**config.mk**
```make
export PLATFORM = sky130hd
export DESIGN_NAME = playfair_encrypt_stream_unit
export DESIGN_NICKNAME = d
export VERILOG_FILES = /design/src/pfe_pkg.sv /design/src/pfe_pairing.sv /design/src/pfe_pair_queue.sv /design/src/pfe_encoder.sv /design/src/playfair_encrypt_stream_unit.sv
export VERILOG_INCLUDE_DIRS = /design/src /design/src/src
export SDC_FILE = /design/constraint.sdc
export NUM_CORES = 1
export LEC_CHECK = 0
export BUFFER_PORTS_ARGS = -buffer_cell sky130_fd_sc_hd__buf_2
export CORE_UTILIZATION = 48
export DETAILED_ROUTE_END_ITERATION = 8
export MAX_ROUTING_LAYER = met4
export PLACE_DENSITY = 0.72
export SLEW_MARGIN = 20
export SYNTH_ARGS = -nofsm -noshare
export SYNTH_HDL_FRONTEND = slang
export SYNTH_SLANG_ARGS = --single-unit
```
**constraint.sdc**
```tcl
create_clock -name clk -period 8.5 [get_ports clk]
set_input_delay 0 -clock clk [delete_from_list [all_inputs] [get_ports clk]]
set_output_delay 0 -clock clk [all_outputs]
set_load 0.01 [all_outputs]
```
**src/assert_macros.svh**
```systemverilog
// Assertion helpers shared by the RTL.
`ifndef ASSERT_MACROS_SVH
`define ASSERT_MACROS_SVH

// Clocked check, off while reset is asserted.
`define ASSERT_CLK(label, clk, rst_n, prop, msg) \
	label: assert property (@(posedge clk) disable iff (!(rst_n)) (prop)) \
		else $error(msg);

// Clocked check whose expression may never be true.
`define ASSERT_NEVER(label, clk, rst_n, expr, msg) \
	`ASSERT_CLK(label, clk, rst_n, !(expr), msg)

`endif

```
**src/pfe_pkg.sv**
```systemverilog
`default_nettype none

package pfe_pkg;

	localparam int CELL_W = 5;
	localparam int SIDE = 5;
	localparam int CELLS = SIDE * SIDE;
	localparam int KEY_BITS = CELLS * CELL_W;
	localparam int KEY_PART_W = 60;
	localparam int CFG_DATA_W = KEY_PART_W;
	localparam int CFG_INDEX_W = 2;

	localparam logic [CFG_INDEX_W-1:0] CFG_KEY_LOW = 2'd0;
	localparam logic [CFG_INDEX_W-1:0] CFG_KEY_HIGH = 2'd1;
	localparam logic [CFG_INDEX_W-1:0] CFG_KEY_LAST = 2'd2;

	localparam logic [7:0] FILL_LETTER = 8'h78;
	localparam logic [7:0] SPACE_CODE = 8'h20;
	localparam logic [7:0] LOWER_A = 8'h61;
	localparam logic [7:0] LOWER_Z = 8'h7A;
	localparam logic [6:0] CIPHER_BASE = 7'h41;

	localparam int QUEUE_DEPTH = 4;
	localparam int QPTR_W = $clog2(QUEUE_DEPTH);
	localparam int QCNT_W = $clog2(QUEUE_DEPTH + 1);

	typedef struct packed {
		logic [7:0] char_code;
		logic       end_of_message;
	} in_item_t;

	typedef struct packed {
		logic [6:0] cipher_first;
		logic [6:0] cipher_second;
		logic       last_pair;
		logic       bad_letter;
	} out_item_t;

	typedef struct packed {
		logic [7:0] first;
		logic [7:0] second;
		logic       last;
	} pair_t;

	typedef struct packed {
		logic  first_valid;
		logic  second_valid;
		pair_t first_pair;
		pair_t second_pair;
	} pair_push_t;

	typedef struct packed {
		logic              head_valid;
		logic              stall;
		logic [QCNT_W-1:0] count;
	} queue_status_t;

endpackage

`default_nettype wire

```
**src/pfe_pairing.sv**
```systemverilog
`default_nettype none

module pfe_pairing (
	input  wire logic              clk,
	input  wire logic              arst_n,
	input  wire logic              accept,
	input  wire pfe_pkg::in_item_t item,
	output pfe_pkg::pair_push_t    push
);
	import pfe_pkg::*;

	logic [7:0] pending_q;
	logic       pending_valid_q;
	logic [7:0] pending_d;
	logic       pending_valid_d;
	logic [7:0] ch;
	logic       eom;

	assign ch = item.char_code;
	assign eom = item.end_of_message;

	always_comb begin
		push = '0;
		pending_d = pending_q;
		pending_valid_d = pending_valid_q;
		if (ch == SPACE_CODE) begin
			if (eom && pending_valid_q) begin
				push.first_valid = 1'b1;
				push.first_pair = '{first: pending_q, second: FILL_LETTER, last: 1'b1};
				pending_valid_d = 1'b0;
				pending_d = '0;
			end
		end else if (!pending_valid_q) begin
			if (eom) begin
				push.first_valid = 1'b1;
				push.first_pair = '{first: ch, second: FILL_LETTER, last: 1'b1};
			end else begin
				pending_d = ch;
				pending_valid_d = 1'b1;
			end
		end else if (ch == pending_q) begin
			// doubled letter: split with filler
			push.first_valid = 1'b1;
			push.first_pair = '{first: pending_q, second: FILL_LETTER, last: 1'b0};
			if (eom) begin
				push.second_valid = 1'b1;
				push.second_pair = '{first: ch, second: FILL_LETTER, last: 1'b1};
				pending_valid_d = 1'b0;
				pending_d = '0;
			end
		end else begin
			push.first_valid = 1'b1;
			push.first_pair = '{first: pending_q, second: ch, last: eom};
			pending_valid_d = 1'b0;
			pending_d = '0;
		end
		if (!accept) begin
			push.first_valid = 1'b0;
			push.second_valid = 1'b0;
			pending_d = pending_q;
			pending_valid_d = pending_valid_q;
		end
	end

	always_ff @(posedge clk or negedge arst_n) begin
		if (!arst_n) begin
			pending_q <= '0;
			pending_valid_q <= 1'b0;
		end else begin
			pending_q <= pending_d;
			pending_valid_q <= pending_valid_d;
		end
	end

endmodule

`default_nettype wire

```
**src/pfe_pair_queue.sv**
```systemverilog
`default_nettype none

module pfe_pair_queue (
	input  wire logic                clk,
	input  wire logic                arst_n,
	input  wire pfe_pkg::pair_push_t push,
	input  wire logic                pop,
	output pfe_pkg::pair_t           head,
	output pfe_pkg::queue_status_t   status
);
	import pfe_pkg::*;

	pair_t             entry_q [QUEUE_DEPTH];
	logic [QPTR_W-1:0] wr_ptr_q;
	logic [QPTR_W-1:0] rd_ptr_q;
	logic [QCNT_W-1:0] count_q;
	logic [QPTR_W-1:0] wr_next;
	logic [QCNT_W-1:0] push_cnt;
	logic [QCNT_W-1:0] pop_cnt;

	assign wr_next = wr_ptr_q + QPTR_W'(1);
	assign push_cnt = QCNT_W'(push.first_valid) + QCNT_W'(push.second_valid);
	assign pop_cnt = QCNT_W'(pop);

	assign head = entry_q[rd_ptr_q];
	assign status.head_valid = (count_q != '0);
	// room for a full two-pair transfer
	assign status.stall = (count_q > QCNT_W'(QUEUE_DEPTH - 2));
	assign status.count = count_q;

	always_ff @(posedge clk) begin
		if (push.first_valid) begin
			entry_q[wr_ptr_q] <= push.first_pair;
		end
		if (push.second_valid) begin
			entry_q[wr_next] <= push.second_pair;
		end
	end

	always_ff @(posedge clk or negedge arst_n) begin
		if (!arst_n) begin
			wr_ptr_q <= '0;
			rd_ptr_q <= '0;
			count_q <= '0;
		end else begin
			wr_ptr_q <= wr_ptr_q + QPTR_W'(push_cnt);
			if (pop) begin
				rd_ptr_q <= rd_ptr_q + QPTR_W'(1);
			end
			count_q <= count_q + push_cnt - pop_cnt;
		end
	end

endmodule

`default_nettype wire

```
**src/pfe_encoder.sv**
```systemverilog
`default_nettype none

module pfe_encoder (
	input  wire logic                            clk,
	input  wire logic                            arst_n,
	input  wire logic [pfe_pkg::KEY_BITS-1:0]    key_cells,
	input  wire logic                            head_valid,
	input  wire pfe_pkg::pair_t                  head,
	input  wire logic                            out_stall,
	output logic                                 pop,
	output logic                                 out_valid,
	output pfe_pkg::out_item_t                   out_item
);
	import pfe_pkg::*;

	logic [CELLS-1:0]  hit_a;
	logic [CELLS-1:0]  hit_b;
	logic [CELLS-1:0]  sel_a;
	logic [CELLS-1:0]  sel_b;
	logic [7:0]        diff_a;
	logic [7:0]        diff_b;
	logic              in_a;
	logic              in_b;
	logic [SIDE-1:0]   row_a;
	logic [SIDE-1:0]   col_a;
	logic [SIDE-1:0]   row_b;
	logic [SIDE-1:0]   col_b;
	logic [SIDE-1:0]   row_p;
	logic [SIDE-1:0]   col_p;
	logic [SIDE-1:0]   row_q;
	logic [SIDE-1:0]   col_q;
	logic [CELL_W-1:0] val_p;
	logic [CELL_W-1:0] val_q;
	logic              bad;
	out_item_t         result;
	logic              out_valid_q;
	out_item_t         out_item_q;

	assign diff_a = head.first - LOWER_A;
	assign diff_b = head.second - LOWER_A;

	always_comb begin
		in_a = head.first inside {[LOWER_A:LOWER_Z]};
		in_b = head.second inside {[LOWER_A:LOWER_Z]};
		for (int n = 0; n < CELLS; n++) begin
			hit_a[n] = in_a && (key_cells[n*CELL_W +: CELL_W] == diff_a[CELL_W-1:0]);
			hit_b[n] = in_b && (key_cells[n*CELL_W +: CELL_W] == diff_b[CELL_W-1:0]);
		end
		// lowest matching cell wins
		sel_a = hit_a & (~hit_a + CELLS'(1));
		sel_b = hit_b & (~hit_b + CELLS'(1));
		col_a = '0;
		col_b = '0;
		for (int r = 0; r < SIDE; r++) begin
			row_a[r] = |sel_a[r*SIDE +: SIDE];
			row_b[r] = |sel_b[r*SIDE +: SIDE];
			for (int c = 0; c < SIDE; c++) begin
				col_a[c] = col_a[c] | sel_a[r*SIDE + c];
				col_b[c] = col_b[c] | sel_b[r*SIDE + c];
			end
		end
		bad = !(|hit_a) || !(|hit_b);

		// one-hot rotate left = step with wrap
		if (row_a == row_b) begin
			row_p = row_a;
			col_p = {col_a[SIDE-2:0], col_a[SIDE-1]};
			row_q = row_b;
			col_q = {col_b[SIDE-2:0], col_b[SIDE-1]};
		end else if (col_a == col_b) begin
			row_p = {row_a[SIDE-2:0], row_a[SIDE-1]};
			col_p = col_a;
			row_q = {row_b[SIDE-2:0], row_b[SIDE-1]};
			col_q = col_b;
		end else begin
			row_p = row_a;
			col_p = col_b;
			row_q = row_b;
			col_q = col_a;
		end

		val_p = '0;
		val_q = '0;
		for (int r = 0; r < SIDE; r++) begin
			for (int c = 0; c < SIDE; c++) begin
				val_p = val_p | ({CELL_W{row_p[r] & col_p[c]}}
					& key_cells[(r*SIDE + c)*CELL_W +: CELL_W]);
				val_q = val_q | ({CELL_W{row_q[r] & col_q[c]}}
					& key_cells[(r*SIDE + c)*CELL_W +: CELL_W]);
			end
		end

		result.last_pair = head.last;
		result.bad_letter = bad;
		if (bad) begin
			result.cipher_first = '0;
			result.cipher_second = '0;
		end else begin
			result.cipher_first = CIPHER_BASE + {2'b00, val_p};
			result.cipher_second = CIPHER_BASE + {2'b00, val_q};
		end
	end

	assign pop = head_valid && (!out_valid_q || !out_stall);

	always_ff @(posedge clk or negedge arst_n) begin
		if (!arst_n) begin
			out_valid_q <= 1'b0;
		end else if (!out_valid_q || !out_stall) begin
			out_valid_q <= head_valid;
		end
	end

	always_ff @(posedge clk) begin
		if (pop) begin
			out_item_q <= result;
		end
	end

	assign out_valid = out_valid_q;
	assign out_item = out_item_q;

endmodule

`default_nettype wire

```
**src/playfair_encrypt_stream_unit.sv**
```systemverilog
// A result is held first in a four-entry pair queue, then in the output register.
// Throughput: one character per cycle while in_stall is low; a doubled letter that
// ends a message yields two results, drained one per cycle while out_stall is low.
// Input stall rises while the queue has fewer than two free entries.
// Reset clears the key square, the pending letter, the queue and the output valid.
`default_nettype none

`include "assert_macros.svh"

module playfair_encrypt_stream_unit (
	input  wire logic                               clk,
	input  wire logic                               arst_n,
	input  wire logic                               cfg_wr_en,
	input  wire logic [pfe_pkg::CFG_INDEX_W-1:0]    cfg_index,
	input  wire logic [pfe_pkg::CFG_DATA_W-1:0]     cfg_data,
	input  wire logic                               in_valid,
	output logic                                    in_stall,
	input  wire pfe_pkg::in_item_t                  in_item,
	output logic                                    out_valid,
	input  wire logic                               out_stall,
	output pfe_pkg::out_item_t                      out_item
);
	import pfe_pkg::*;

	logic [KEY_PART_W-1:0] key_low_q;
	logic [KEY_PART_W-1:0] key_high_q;
	logic [CELL_W-1:0]     key_last_q;
	logic [KEY_BITS-1:0]   key_cells;
	logic                  accept;
	pair_push_t            push;
	pair_t                 head;
	queue_status_t         qstat;
	logic                  pop;

	always_ff @(posedge clk or negedge arst_n) begin
		if (!arst_n) begin
			key_low_q <= '0;
			key_high_q <= '0;
			key_last_q <= '0;
		end else if (cfg_wr_en) begin
			case (cfg_index)
				CFG_KEY_LOW: key_low_q <= cfg_data;
				CFG_KEY_HIGH: key_high_q <= cfg_data;
				CFG_KEY_LAST: key_last_q <= cfg_data[CELL_W-1:0];
				default: ;
			endcase
		end
	end

	assign key_cells = {key_last_q, key_high_q, key_low_q};
	assign in_stall = qstat.stall;
	assign accept = in_valid && !qstat.stall;

	pfe_pairing u_pairing (
		.clk    (clk),
		.arst_n (arst_n),
		.accept (accept),
		.item   (in_item),
		.push   (push)
	);

	pfe_pair_queue u_queue (
		.clk    (clk),
		.arst_n (arst_n),
		.push   (push),
		.pop    (pop),
		.head   (head),
		.status (qstat)
	);

	pfe_encoder u_encoder (
		.clk        (clk),
		.arst_n     (arst_n),
		.key_cells  (key_cells),
		.head_valid (qstat.head_valid),
		.head       (head),
		.out_stall  (out_stall),
		.pop        (pop),
		.out_valid  (out_valid),
		.out_item   (out_item)
	);

	`ASSERT_CLK(a_second_needs_first, clk, arst_n,
		push.second_valid |-> push.first_valid, "second pair pushed without first")
	`ASSERT_CLK(a_queue_bound, clk, arst_n,
		qstat.count <= QCNT_W'(QUEUE_DEPTH), "pair queue overflow")
	`ASSERT_CLK(a_bad_zero, clk, arst_n,
		out_valid && out_item.bad_letter |->
		out_item.cipher_first == '0 && out_item.cipher_second == '0,
		"bad letter result carries cipher text")
	`ASSERT_CLK(a_drain, clk, arst_n,
		qstat.head_valid && !out_valid |=> out_valid, "queued pair not moved to output")

endmodule

`default_nettype wire
```
# [Yosys cells after proc, flatten, opt, wreduce, memory -nomap -nowiden]
# Memories as Yosys holds them, arrays and structs flattened.
# Index checks and enable logic that the tools add are counted.
# Widths: inputs -> output; s select.
[totals] register_bits=158 mem_bits_rw=68 input_bits=76 wordCells=402 n_memories=1
[mem_list] name="u_queue.entry_q" words=4 word_bits=17 read_ports=1 rd_clocked_by_memory_dff=0 wr=2 line="pfe_pair_queue.sv:13" source="pair_t entry_q [QUEUE_DEPTH];"
[op_classes] addsub=12 n_lt_le_gt_ge=5 eq_ne=59 mux=39 bitwise=192 n_reduce_logical=81
[ops] operator="$eq 5x5->1" n=52
[ops] operator="$and 5x5->5" n=50
[ops] operator="$or 5x5->5" n=48
[ops] operator="$mux 17" n=7
[ops] operator="$logic_and 1x1->1" n=55
[ops] operator="$add 25x1->25 const B" n=2
[ops] operator="$and 1x1->1" n=50
[ops] operator="$and 25x25->25" n=2
[ops] operator="$not 25->25" n=2
[ops] operator="$reduce_or 25->1" n=2
[ops] operator="$reduce_or 5->1" n=10
[ops] operator="$mux 8" n=6
[ops] operator="$mux 5" n=8
[ops] operator="$or 1x1->1" n=40
[ops] operator="$ge 8x7->1 const B" n=2
[ops] operator="$le 8x7->1 const B" n=2
[ops] operator="$mux 1" n=16
[ops] operator="$add 7x5->7 const A" n=2
[ops] operator="$sub 5x1->5 const B" n=2
[ops] operator="$mux 9" n=1
[ops] operator="$eq 8x6->1 const B" n=1
[ops] operator="$eq 8x8->1" n=1
[ops] operator="$reduce_and 2->1" n=4
[ops] operator="$logic_not 1->1" n=5
[ops] operator="16 further kinds" n=18

# [Depth between registers and ports, before layout]
# An unclocked memory read counts as a cell.
[depth] depth_word=41 mapped_depth=35 ltp_nobuf=23

# [Hierarchy]
# From an unflattened synthesis, not the netlist that was laid out.
[unflattened] cells_unflattened=1571 hier_area_um2=17262.8
[modules_own_cells] module="pfe_encoder" n_inst=1 cells_per_inst=990 area_per_inst_um2=7953.9 seq_area_each_um2=475.5
[modules_own_cells] module="playfair_encrypt_stream_unit" n_inst=1 cells_per_inst=266 area_per_inst_um2=4710.8 seq_area_each_um2=3128.0
[modules_own_cells] module="pfe_pair_queue" n_inst=1 cells_per_inst=202 area_per_inst_um2=3693.5 seq_area_each_um2=2217.1
[modules_own_cells] module="pfe_pairing" n_inst=1 cells_per_inst=113 area_per_inst_um2=904.6 seq_area_each_um2=225.2

# [Worst setup path before layout]
# Ideal clock, no wire load.
[synth_path] path_kind="reg2reg" from="register u_queue.rd_ptr_q[0]" to="register u_encoder.out_item_q (netlist bit u_encoder.out_item[4]) (data pin)" setup_time_ns=0.257 arrival_ns=7.667 required_time_ns=8.243 path_slack_ns=0.576 path_stages_with_launch=34 path_buffers=11 period_less_slack_ns=7.924 path_cell_list="dfrtp_1 > buf_6 > buf_2 > buf_2 > mux4_2 > buf_2 > buf_2 > buf_2 > inv_1 > ha_1 > clkbuf_1 > buf_1 > clkbuf_1 > xnor2_1 > nor2_1 > o21ai_0 > nor3b_1 > a211oi_1 > nand4_1 > or4_1 > xor2_1 > or3_1 > clkbuf_1 > buf_6 > and3_1 > nand4_1 > mux2_2 > a221oi_1 > o211ai_1 > a2111oi_2 > inv_1 > ha_1 > xor2_1 > nor2_1"
[synth_between] elab_chain_len=41 elab_cells_between_ends=251 classes_between="5 x add/sub; 4 x order compare; 52 x eq/ne; 4 x mux; 118 x bitwise; 67 x reduce/logical; 1 x memory"
[synth_lines] element="from (decl)" line="pfe_pair_queue.sv:15" source="logic [QPTR_W-1:0] rd_ptr_q;"
[synth_lines] element="from (signal assigned)" line="pfe_pair_queue.sv:48" source="rd_ptr_q <= rd_ptr_q + QPTR_W'(1);"
[synth_lines] element="$mem_v2 4x17 *"
[synth_lines] element="$sub 5x1->5 (tied with other cells)" line="pfe_encoder.sv:39" source="assign diff_a = head.first - LOWER_A;"
[synth_lines] element="$eq 5x5->1 (tied with other cells)" line="pfe_encoder.sv:46" source="hit_a[n] = in_a && (key_cells[n*CELL_W +: CELL_W] == diff_a[CELL_W-1:0]);"
[synth_lines] element="$logic_and 1x1->1, on equally long branches" line="pfe_encoder.sv:46, pfe_encoder.sv:47"
[synth_lines] element="$not 25->25, on equally long branches" line="pfe_encoder.sv:50, pfe_encoder.sv:51"
[synth_lines] element="$add 25x1->25, on equally long branches" line="pfe_encoder.sv:50, pfe_encoder.sv:51"
[synth_lines] element="$and 25x25->25, on equally long branches" line="pfe_encoder.sv:50, pfe_encoder.sv:51"
[synth_lines] element="$or 1x1->1, on equally long branches (4 in series)" line="pfe_encoder.sv:58, pfe_encoder.sv:59"
[synth_lines] element="$eq 5x5->1" line="pfe_encoder.sv:70" source="end else if (col_a == col_b) begin"
[synth_lines] element="$mux 5" line="pfe_encoder.sv:70"
[synth_lines] element="$mux 5" line="pfe_encoder.sv:65" source="if (row_a == row_b) begin"
[synth_lines] element="$and 1x1->1" line="pfe_encoder.sv:88" source="val_q = val_q | ({CELL_W{row_q[r] & col_q[c]}}"
[synth_lines] element="$and 5x5->5" line="pfe_encoder.sv:89" source="& key_cells[(r*SIDE + c)*CELL_W +: CELL_W]);"
[synth_lines] element="$or 5x5->5 (24 in series)" line="pfe_encoder.sv:88"
[synth_lines] element="$add 7x5->7" line="pfe_encoder.sv:100" source="result.cipher_second = CIPHER_BASE + {2'b00, val_q};"
[synth_lines] element="to (signal assigned)" line="pfe_encoder.sv:116" source="out_item_q <= result;"
[synth_lines] element="to (decl)" line="pfe_encoder.sv:37" source="out_item_t out_item_q;"
# Every way passes the cells marked *; elsewhere a longest branch is shown, timed or not.
# A chain may end at the register's enable or synchronous reset.

# [Worst setup path in the final report]
[layout_path] from="register u_queue.rd_ptr_q[1]" to="register u_encoder.out_item_q (netlist bit u_encoder.out_item[6]) (data pin)"
# Same word-level chain as after synthesis.

==> results.py <==
metrics = {
    "run_status": {
        "status": "complete, no violations",
    },
    "placement": {
        "port_buffers": 93,
        "dpl.hpwl_um": 59500,
        "post-place-ws_ns": 0.417,
        "place.gp.congestion": 1.13,
    },
    "floorplanning": {
        "fp.dieW_um": 189,
        "io-pin-count": 94,
        "fp.dieH_um": 189,
        "dieArea_um2": 35800,
        "coreArea_um2": 34500,
        "start_util": 0.487,
        "row_count": 68,
    },
    "synthesis": {
        "netlist_top_cells_count": "xnor2_1 (148), dfrtp_1 (142), mux2_2 (129), nand2_1 (105), nor2_1 (100)",
        "ys_seq_area_frac": 0.350,
        "synth_cells": 1715,
        "synth.largest_area_cell": "dfrtp_1",
        "synth_nets": 1805,
        "async_flop_share": 0.631,
        "synth_area_leaders": "dfrtp_1 (21%), edfxtp_1 (12%), mux2_2 (8.6%), xnor2_1 (7.7%), xor2_1 (4.4%)",
        "ys_ff_latch": 225,
        "netlist_area_um2": 16800,
        "avgSynthCellArea_um2": 9.81,
        "synth_edf_count": 67,
        "synthFlopType": "dfrtp_1",
        "yosysTopAreaCellShare": 0.211,
        "synth.yosys.warnings": 0,
        "yosysMostFrequentCell": "xnor2_1",
        "synth.distinct_cells": 94,
    },
    "global_route": {
        "grt_pass1_wl_um": 110000,
        "antenna_found_initial": 3,
        "grt_pass1_vias": 15712,
        "grt_remaining_overflow": 0,
        "grt_util_all_layers": 0.445,
        "grt_max_degree": 74,
    },
    "finish": {
        "nets": 2050,
        "syn_to_final_growth_pct": 20.6,
        "drive_gt1_frac": 0.243,
        "fillers": 3043,
    },
    "sta": {
        "slew_headroom": 0.254,
        "final.min_clock_period_ns": 8.09,
        "drv_slew": 0,
        "setup_tns_ns": 0,
        "hold_violations": 0,
        "fin_ws_ns": 0.408,
        "fmax_mhz": 124,
        "hold_ws_ns": 0.0204,
        "worst_pin_slew_ns": 1.09,
        "fin_skew_ns": 0.0185,
        "min_period_over_period": 0.952,
        "finalSetupViolCount": 0,
        "rsz0062_at_grt": "false",
    },
    "detailed_routing": {
        "wl_per_cell_um": 31.9,
        "first_iter_violations": 2342,
        "post_drt_via_cell_ratio": 6.82,
        "num_vias": 16646,
        "ant_nets": 0,
        "finalWirelength_um": 77800,
        "first_pass_iters": 9,
        "drc_errors": 0,
    },
    "critical_path": {
        "arrival_ns": 8.43,
        "path_class": "register to register",
        "cp_top_family": "simple AND/OR/NAND/NOR gates",
        "worst-path-max-fanout": 21,
        "crit_path_max_incr_delay_ns": 0.81,
        "crit_slowest_cell": "mux2i_1",
        "crit_path_frequent_cell": "inv_1",
        "critPathLaunchType": "register",
        "critPathBufInv": 5,
        "worst_setup_path_end_kind": "register",
        "crit_required_ns": 8.83,
    },
    "clock_network": {
        "cts_tree": "built",
        "post_cts_buffers": 0,
        "cts_buffers": 26,
        "clockBufferDepth": 3,
        "clock-sinks": 225,
        "cts-root-buf": "clkbuf_16",
        "path_clk_slew_ns": 0.07,
        "htree_num_levels": 1,
        "insertion_delay_ns": 0.58,
    },
    "run": {
        "drv_cap": 0,
    },
    "min_path": {
        "hold_path.class": "primary input to async pin",
    },
}
path summary, 6_finish.rpt:
check,from,to,slack [ns],cells past startpoint
setup / recovery,u_queue.rd_ptr_q[1]$_DFFE_PN0P_,u_encoder.out_item[6]$_SDFFCE_PP0P_,0.41,25
hold / removal,arst_n,key_low_q[48]$_DFFE_PN0P_,0.02,2
setup reg to reg,u_queue.rd_ptr_q[1]$_DFFE_PN0P_,u_encoder.out_item[6]$_SDFFCE_PP0P_,0.41,25
hold reg to reg,u_queue.entry_q[0][8]$_SDFFE_PP0P_,u_queue.entry_q[0][8]$_SDFFE_PP0P_,0.48,2
max in group asynchronous,arst_n,key_low_q[25]$_DFFE_PN0P_,7.09,3
min in group clk,in_item[0],u_queue.entry_q[2][0]$_DFFE_PP_,0.05,4
kinds of logic after synthesis:
logic type                 synth area share
DFF                                   0.350
and+or+nand+nor                       0.153
adders and majority gates            0.0109
buffers and inverters                0.0437
xor gates and xnor gates              0.149
muxes                                 0.111
AOI/OAI and AO/OA                     0.182
repair_timing:
item	4_1_cts	5_1_grt
gates resized for setup	0	2
setup endpoints to repair	0	4
hold endpoints to repair	255	0
hold buffers	72	0
cell usage in the layout, fill, tap and decap left out, types with 37 or more instances in the layout:
cell type,instances
buf_2,92
a22oi_1,40
mux2_2,129
buf_4,168
nand2_1,105
nor2_1,99
dlygate4sd3_1,72
edfxtp_1,67
xnor2_1,146
nand3_1,38
dfrtp_1,141
o21ai_0,52
inv_1,55
a21oi_1,68
xor2_1,85
a22o_1,37
final cells by class:
| type | instances | area (um2) | area share |
|---|---|---|---|
| Multi-Input combinational cell | 1318 | 10300 | 0.505 |
| Tap cell | 455 | 569 | 0.0281 |
| Clock buffer | 40 | 817 | 0.0403 |
| Sequential cell | 225 | 5890 | 0.290 |
| Antenna cell | 4 | 10.0 | 0.000493 |
| Clock inverter | 8 | 68.8 | 0.00339 |
| Inverter | 55 | 206 | 0.0102 |
| Timing Repair Buffer | 334 | 2470 | 0.122 |
registers in the layout (all words and copies together), names as in the netlist, 3 cells and up:
signal / count
key_high_q: 60
key_last_q: 5
key_low_q: 60
u_encoder.out_item: 15
u_pairing.pending_q: 8
u_queue.count_q: 3
u_queue.entry_q: 68
worst register-to-register path, stage by stage, from the launching register on:
cell and delay [ns]:
dfrtp_1 0.76, mux4_2 0.40, inv_1 0.08, ha_1 0.25, or2_2 0.31, mux2_2 0.44, nand2_1 0.55, xnor2_1 0.13
nor3_1 0.55, a31oi_1 0.35, nand2_1 0.13, nor4b_1 0.56, a221oi_1 0.19, or3_1 0.57, buf_4 0.21, mux2i_1 0.81
inv_1 0.14, a21oi_1 0.38, a32o_1 0.19, a211o_1 0.12, a2111oi_2 0.05, buf_4 0.17, inv_1 0.08, ha_1 0.18
nand3b_1 0.10, xnor2_1 0.13
routing by layer:
layer / vias up / global-route usage / part of all wire
met3: 279 / 0.0988 / 0.11
met2: 1226 / 0.653 / 0.43
met5: - / - / 0
met1: 8181 / 0.575 / 0.39
li1: 6960 / - / -
met4: 0 / 0.227 / 0.064
through the flow:
| step | utilization | cell area, um2 | std cells |
|---|---|---|---|
| after CTS | 0.587 | 20300 | 2435 |
| after global placement | 0.540 | 18700 | 2315 |
| after detailed placement | 0.540 | 18700 | 2315 |
| after floorplan | - | 16800 | 1715 |
| final | 0.587 | 20300 | 2439 |
| after global routing | 0.587 | 20300 | 2438 |
Power is left out: the tool's default activity adds up to more than one toggle a clock period on the data nets, which glitch-free logic cannot reach.
